### src/rtl/core/lshb_pkg.sv
`timescale 1ns / 1ps
package lshb_pkg;
	localparam int MAX_BINS_DEF   = 64;
	localparam int COUNT_BITS_DEF = 32;
	localparam int SAMPLE_W = 16;
	localparam int NBINS_W  = 7;
	localparam int WIDTH_W  = 11;
	localparam int ROW_W    = 6;
	localparam int LOG_W    = 23;
	localparam int DIV_W    = 34;

	typedef enum logic [1:0] {
		REG_DATA_MIN  = 2'd0,
		REG_DATA_MAX  = 2'd1,
		REG_NUM_BINS  = 2'd2,
		REG_BAR_WIDTH = 2'd3
	} reg_idx_t;

	function automatic logic [16:0] log_tab(input logic [4:0] i);
		logic [16:0] r;
		case (i)
			5'd0:  r = 17'd0;
			5'd1:  r = 17'd5732;
			5'd2:  r = 17'd11136;
			5'd3:  r = 17'd16248;
			5'd4:  r = 17'd21098;
			5'd5:  r = 17'd25711;
			5'd6:  r = 17'd30109;
			5'd7:  r = 17'd34312;
			5'd8:  r = 17'd38336;
			5'd9:  r = 17'd42196;
			5'd10: r = 17'd45904;
			5'd11: r = 17'd49472;
			5'd12: r = 17'd52911;
			5'd13: r = 17'd56229;
			5'd14: r = 17'd59434;
			5'd15: r = 17'd62534;
			5'd16: r = 17'd65536;
			default: r = 17'd0;
		endcase
		return r;
	endfunction
endpackage

### src/rtl/core/lshb_divider.sv
`timescale 1ns / 1ps
module lshb_divider (
	input  logic                      clk,
	input  logic                      arst_n,
	input  logic                      start,
	input  logic [lshb_pkg::DIV_W-1:0] num,
	input  logic [lshb_pkg::DIV_W-1:0] den,
	output logic                      done,
	output logic [lshb_pkg::DIV_W-1:0] quo,
	output logic [lshb_pkg::DIV_W-1:0] rem
);
	localparam int W = lshb_pkg::DIV_W;
	localparam int CW = $clog2(W + 1);

	logic [CW-1:0] cnt_q;
	logic          busy_q;
	logic [W-1:0]  n_q;
	logic [W-1:0]  d_q;
	logic [W:0]    r_q;
	logic [W:0]    trial;
	logic [W:0]    sh;

	assign sh    = {r_q[W-1:0], n_q[W-1]};
	assign trial = sh - {1'b0, d_q};
	assign quo   = n_q;
	assign rem   = r_q[W-1:0];

	always_ff @(posedge clk or negedge arst_n) begin
		if (!arst_n) begin
			busy_q <= 1'b0;
			cnt_q  <= '0;
			done   <= 1'b0;
		end else begin
			done <= 1'b0;
			if (start) begin
				busy_q <= 1'b1;
				cnt_q  <= CW'(W);
			end else if (busy_q) begin
				cnt_q <= cnt_q - 1'b1;
				if (cnt_q == CW'(1)) begin
					busy_q <= 1'b0;
					done   <= 1'b1;
				end
			end
		end
	end

	always_ff @(posedge clk) begin
		if (start) begin
			n_q <= num;
			d_q <= den;
			r_q <= '0;
		end else if (busy_q) begin
			if (!trial[W]) begin
				r_q <= trial;
				n_q <= {n_q[W-2:0], 1'b1};
			end else begin
				r_q <= sh;
				n_q <= {n_q[W-2:0], 1'b0};
			end
		end
	end
endmodule

### config.mk
export PLATFORM = sky130hd
export DESIGN_NAME = lshb_divider
export DESIGN_NICKNAME = d
export VERILOG_FILES = /design/src/rtl/core/lshb_pkg.sv /design/src/rtl/core/lshb_divider.sv
export SDC_FILE = /design/constraint.sdc
export NUM_CORES = 1
export LEC_CHECK = 0
export ABC_AREA = 1
export BUFFER_PORTS_ARGS = -buffer_cell sky130_fd_sc_hd__clkbuf_2
export CAP_MARGIN = 20
export CORE_MARGIN = 2
export CORE_UTILIZATION = 45
export CTS_BUF_LIST = sky130_fd_sc_hd__clkbuf_16
export CTS_CLUSTER_SIZE = 16
export DETAILED_ROUTE_END_ITERATION = 8
export GPL_ROUTABILITY_DRIVEN = 0
export MAX_ROUTING_LAYER = met4
export PLACE_DENSITY = 0.67
export SYNTH_ARGS = -nofsm -noshare
export SYNTH_HDL_FRONTEND = slang
export SYNTH_SLANG_ARGS = --single-unit
### constraint.sdc
create_clock -name clk -period 3.8 [get_ports clk]
set_input_delay 0 -clock clk [delete_from_list [all_inputs] [get_ports clk]]
set_output_delay 0 -clock clk [all_outputs]
set_load 0.03 [all_outputs]
# Yosys cells after proc, flatten, opt, wreduce, memory -nomap -nowiden
# Cells that the tools add are included.
dict set report classes {
  addsub 2
  eq_ne 1
  mux 12
  reduce_logical 1
}
# cell n
set op_table {}
lappend op_table {{2-to-1 mux 34 bit} 3}
lappend op_table {{subtractor 35 x 34 -> 35 bit} 1}
lappend op_table {{2-to-1 mux 6 bit} 2}
lappend op_table {{2-to-1 mux 1 bit} 7}
lappend op_table {{equality test 6 x 1 -> 1 bit, second input constant} 1}
lappend op_table {{subtractor 6 x 1 -> 6 bit, second input constant} 1}
lappend op_table {{nonzero test 2 bit} 1}
dict set report word_totals {
  reg_bits 110
  in_bits 71
  out_inout_bits 69
  elab_cells 22
}

# Logic depth before layout (Yosys ltp)
dict set report depth {
  ltp_word 4
  mapped_depth 18
  mapped_depth_nobuf 18
}

# Worst setup path after synthesis
# Ideal clock, no wire load.
dict set report synth_path {
  path_type {register -> register}
  from {register n_q[33], in the netlist quo[33]}
  to {register n_q[0], in the netlist quo[0], data pin}
  setup_ps 266
  arrival_time_ps 2092
  t_required_ps 3534
  setup_slack_ps 1442
  stages_incl_launch_ff 14
  path_buffers 1
  synth_period_minus_slack_ps 2358
  cell_sequence {edfxtp_1 -> inv_1 -> ha_1 -> inv_1 -> fa_1 -> nand3_1 -> nand3_2 -> nand2_2 -> nand2_2 -> nand2_2 -> nand3_1 -> nand2_4 -> buf_4 -> o21ai_1}
}
dict set report synth_via {
  elab_chain_len 4
}
# item line
set synth_lines {}
lappend synth_lines {{from (decl)} lshb_divider.sv:17} ;# logic [W-1:0] n_q;
lappend synth_lines {{from (signal assigned)} lshb_divider.sv:50} ;# n_q <= num;
lappend synth_lines {{from (signal assigned)} lshb_divider.sv:56} ;# n_q <= {n_q[W-2:0], 1'b1};
lappend synth_lines {{from (signal assigned)} lshb_divider.sv:59} ;# n_q <= {n_q[W-2:0], 1'b0};
lappend synth_lines {{subtractor 35 x 34 -> 35 bit} lshb_divider.sv:24} ;# assign trial = sh - {1'b0, d_q};
lappend synth_lines {{2-to-1 mux 1 bit} lshb_divider.sv:54} ;# if (!trial[W]) begin
lappend synth_lines {{2-to-1 mux 34 bit} lshb_divider.sv:53} ;# end else if (busy_q) begin
lappend synth_lines {{2-to-1 mux 34 bit} lshb_divider.sv:49} ;# if (start) begin
# Every way passes these cells. The select of a mux whose other input is x is not followed.
# A chain may end at the register's enable or synchronous reset.

# Final worst setup path
dict set report layout_path {
  from {register n_q[33], in the netlist quo[33]}
  to {register r_q[5]}
}
dict set report layout_via {
  elab_chain_len 2
}
# item line
set layout_lines {}
lappend layout_lines {{subtractor 35 x 34 -> 35 bit} lshb_divider.sv:24}
lappend layout_lines {{2-to-1 mux 34 bit} lshb_divider.sv:54}
lappend layout_lines {{to (signal assigned)} lshb_divider.sv:55} ;# r_q <= trial;
lappend layout_lines {{to (signal assigned)} lshb_divider.sv:58} ;# r_q <= sh;
lappend layout_lines {{to (decl)} lshb_divider.sv:19} ;# logic [W:0] r_q;
# Every way passes these cells.

==> impl_metrics.csv <==
group,metric,value,unit
status,status,"finished with violations",
status,violations,"negative hold slack",
finish,drive_gt1_frac,0.150,
power,p_per_area,522,nW/um2
routing,wl_per_cell,12.7,um
worst_setup_path,r2r_cells,14,
floorplan,die_w,129,um
power,p_seq_frac,0.344,
floorplan,die-area,16700,um2
timing,slew_violations,0,
hold_path,hold_path.class,"primary input to async pin",
finish,syn2layout_area_growth,26.6,%
synth,seq_area_frac_synth,0.415,
clock_network,clk_latency,0.37,ns
power,power,4.66,mW
worst_setup_path,reg2reg_from,"quo[33]",
place,pre_cts_ws,1.34,ns
worst_setup_path,worst_path_max_delay_cell,"fa_1",
floorplan,pin_count,140,
finish,diodes,0,
global_route,track_usage,0.233,
synth,ys_ff_latch,110,
timing,period_share,0.645,
worst_setup_path,slowest_delay,0.44,ns
timing,whs,-0.00377,ns
worst_setup_path,cp-end-kind,"flop",
routing,drt_iter0_drc,390,
worst_setup_path,critPathLaunchType,"flop",
clock_network,clockBufferDepth,2,
synth,yosysTopAreaCell,"edfxtp_1",
power,leakage,4.91,nW
global_route,grt_max_degree,55,
routing,viasPerCell,4.71,
timing,hold_viol_final,7,
worst_setup_path,cp_data_required_time,4.07,ns
synth,syn_area,7050,um2
floorplan,chipHeight,129,um
routing,detail-route-antenna-nets,0,
worst_setup_path,rrSetupSlack,1.35,ns
power,power_frac_comb,0.451,
timing,slew_headroom,0.583,
global_route,grt.overflow.total,0,
finish,final_cells,1420,
place,dp_cells,1334,
routing,via_count,6688,
synth,yosysWarnings,0,
synth,yosysUniqueCellTypes,37,
global_route,grt_first_pass_wirelength,30300,um
routing,firstDrtPassIters,5,
clock_network,cts_root_buffer,"clkbuf_16",
timing,setup_viol,0,
timing,fmax,408,MHz
synth,synth_nets,1108,
finish,finalNetCount,1312,
timing,fin_worst_skew,0.0107,ns
synth,yosys.area.top_type_share,0.290,
power,switching_share,0.438,
worst_setup_path,path_class,"flop to flop",
clock_network,htreeDepth,3,
place,place_area,7920,um2
floorplan,core,15300,um2
run,cap_violations,0,
finish,postLayoutCellArea,8920,um2
power,ir_drop,0.288,mV
timing,worstMarginPinSlew,0.618,ns
timing,setup_tns,0,ns
worst_setup_path,cp_max_fo,34,
timing,fin_ws,1.35,ns
clock_network,clk_pin_slew,0.08,ns
synth,synth.avg_cell_area,7.05,um2
floorplan,rows,45,
power,clockPowerShare,0.205,
clock_network,cts_made_buffers,9,
clock_network,clock_sinks,110,
worst_setup_path,worstPathArrival,2.72,ns
global_route,antenna_found_initial,0,
synth,synth_area_leaders,"edfxtp_1, nand2_1, dfxtp_1",
worst_setup_path,crit_start,"quo[33]",
worst_setup_path,crit_chain,"inv_1, ha_1, inv_1, fa_1, nand3_1, nand3_2, nand2_2, nand2_2, nand2_2, nand3_1, nand2_4, nand2_1, nand3_1, nand2_1",
global_route,grt_pass1_vias,6381,
timing,rsz0062_at_grt,"no",
synth,synthesis.instances,1000,
place,place_hpwl,13100,um
worst_setup_path,reg2reg_to,"r_q[5]",
floorplan,start_util,0.462,
power,power.switching,2.04,mW
routing,drc_errors,0,
clock_network,cts_tree,"yes",
power,internal_power,2.62,mW
place,io_buffer_count,139,
routing,wirelength,18000,um
clock_network,postCtsSetupBuffers,0,
timing,period_minus_slack,2.45,ns
==> worst max-delay path: cells and delay by family, from the launching register on <==
| kind | cells | cell delay, ns |
|---|---|---|
| AND/OR/NAND/NOR | 10 | 1.22 |
| flip-flops | 1 | 0.39 |
| adder cells (fa/ha/maj) | 2 | 0.58 |
| buffers and inverters | 2 | 0.13 |
==> worst max path at each step <==
stage / to / slack [ns] / cells past startpoint
final: r_q[5] / 1.35 / 14
after global routing: r_q[6] / 1.04 / 14
after CTS: r_q[18] / 1.33 / 14
after detailed placement: r_q[5] / 1.34 / 14
after global placement: r_q[8] / 1.43 / 14
after floorplan: quo[0] / 1.44 / 13
==> cell families after synthesis <==
group	count (synthesis)	share of synthesized area
simple gates	573	0.335
xor+xnor	19	0.0236
flops	110	0.415
buf+inv	197	0.112
compound gates	64	0.0484
fa+ha+maj	37	0.0667
==> per-layer routing <==
metal | vias up | routed length [um] | global-route usage
met1 | 2970 | 8350 | 0.311
met5 | - | 0 | -
li1 | 3507 | - | -
met3 | 22 | 1130 | 0.0409
met4 | 0 | 299 | 0.0620
met2 | 189 | 8260 | 0.368
==> sequential cells by signal, summed over array words and instances (netlist names) <==
register,count
busy_q,1
cnt_q,6
d_q,34
done,1
quo,34
r_q,34
==> final cells by class <==
| type | instances | area (um2) |
|---|---|---|
| Fill cell | 1419 | 6330 |
| Multi-Input combinational cell | 693 | 3340 |
| Sequential cell | 110 | 2920 |
| Timing Repair Buffer | 213 | 1440 |
| Inverter | 177 | 664 |
| Tap cell | 211 | 264 |
| Clock buffer | 9 | 225 |
| Clock inverter | 7 | 62.6 |
==> repair_timing <==
item | in CTS | in global routing
hold endpoints to repair | 76 | 0
hold buffers | 69 | 0
resized for setup | 0 | 0
==> synth_stat cells, drive strengths merged <==
| cell | count |
|---|---|
| a21o | 1 |
| o21ai | 25 |
| nand3b | 6 |
| clkbuf | 11 |
| o21bai | 2 |
| edfxtp | 68 |
| a21oi | 33 |
| xnor2 | 14 |
| nand4 | 4 |
| a21boi | 1 |
| buf | 9 |
| a22oi | 1 |
| or3b | 1 |
| nand3 | 69 |
| nand2 | 428 |
| nor3 | 6 |
| xor2 | 5 |
| nor4 | 3 |
| dfxtp | 34 |
| ha | 36 |
| inv | 177 |
| nor2 | 55 |
| fa | 1 |
| a31oi | 1 |
| and2 | 1 |
| dfrtp | 8 |
==> power by group through the flow <==
stage	logic [mW]	clock network [mW]	registers [mW]
6_report	2.10	0.954	1.60
5_1_grt	2.38	1.02	1.63
4_1_cts	2.10	0.977	1.61
3_5_place_dp	2.04	0	1.63
3_3_place_gp	2.02	0	1.63
2_1_floorplan	1.33	0	1.86
==> layout by cell type, fill, tap and decap left out, types with 9 or more instances in the layout <==
cell type / netlist / layout
a21oi_1: 31 / 31
clkbuf_16: 0 / 9
clkbuf_2: 0 / 138
dfxtp_1: 34 / 34
dlygate4sd3_1: 0 / 69
edfxtp_1: 68 / 68
ha_1: 36 / 36
inv_1: 176 / 176
nand2_1: 417 / 417
nand2_2: 9 / 9
nand3_1: 68 / 68
nor2_1: 51 / 50
o21ai_0: 22 / 22
xnor2_1: 14 / 14
==> through the flow <==
| stage | hold WS (ns) | util |
|---|---|---|
| finish | -0.00377 | 0.585 |
| floorplan | -0.296 | - |
| CTS | 0.0000208 | 0.583 |
| detailed placement | -0.143 | 0.519 |
| global route | 0.0271 | 0.585 |
| global placement | -0.142 | 0.519 |
Note: power is estimated with default switching activity, not from simulation.
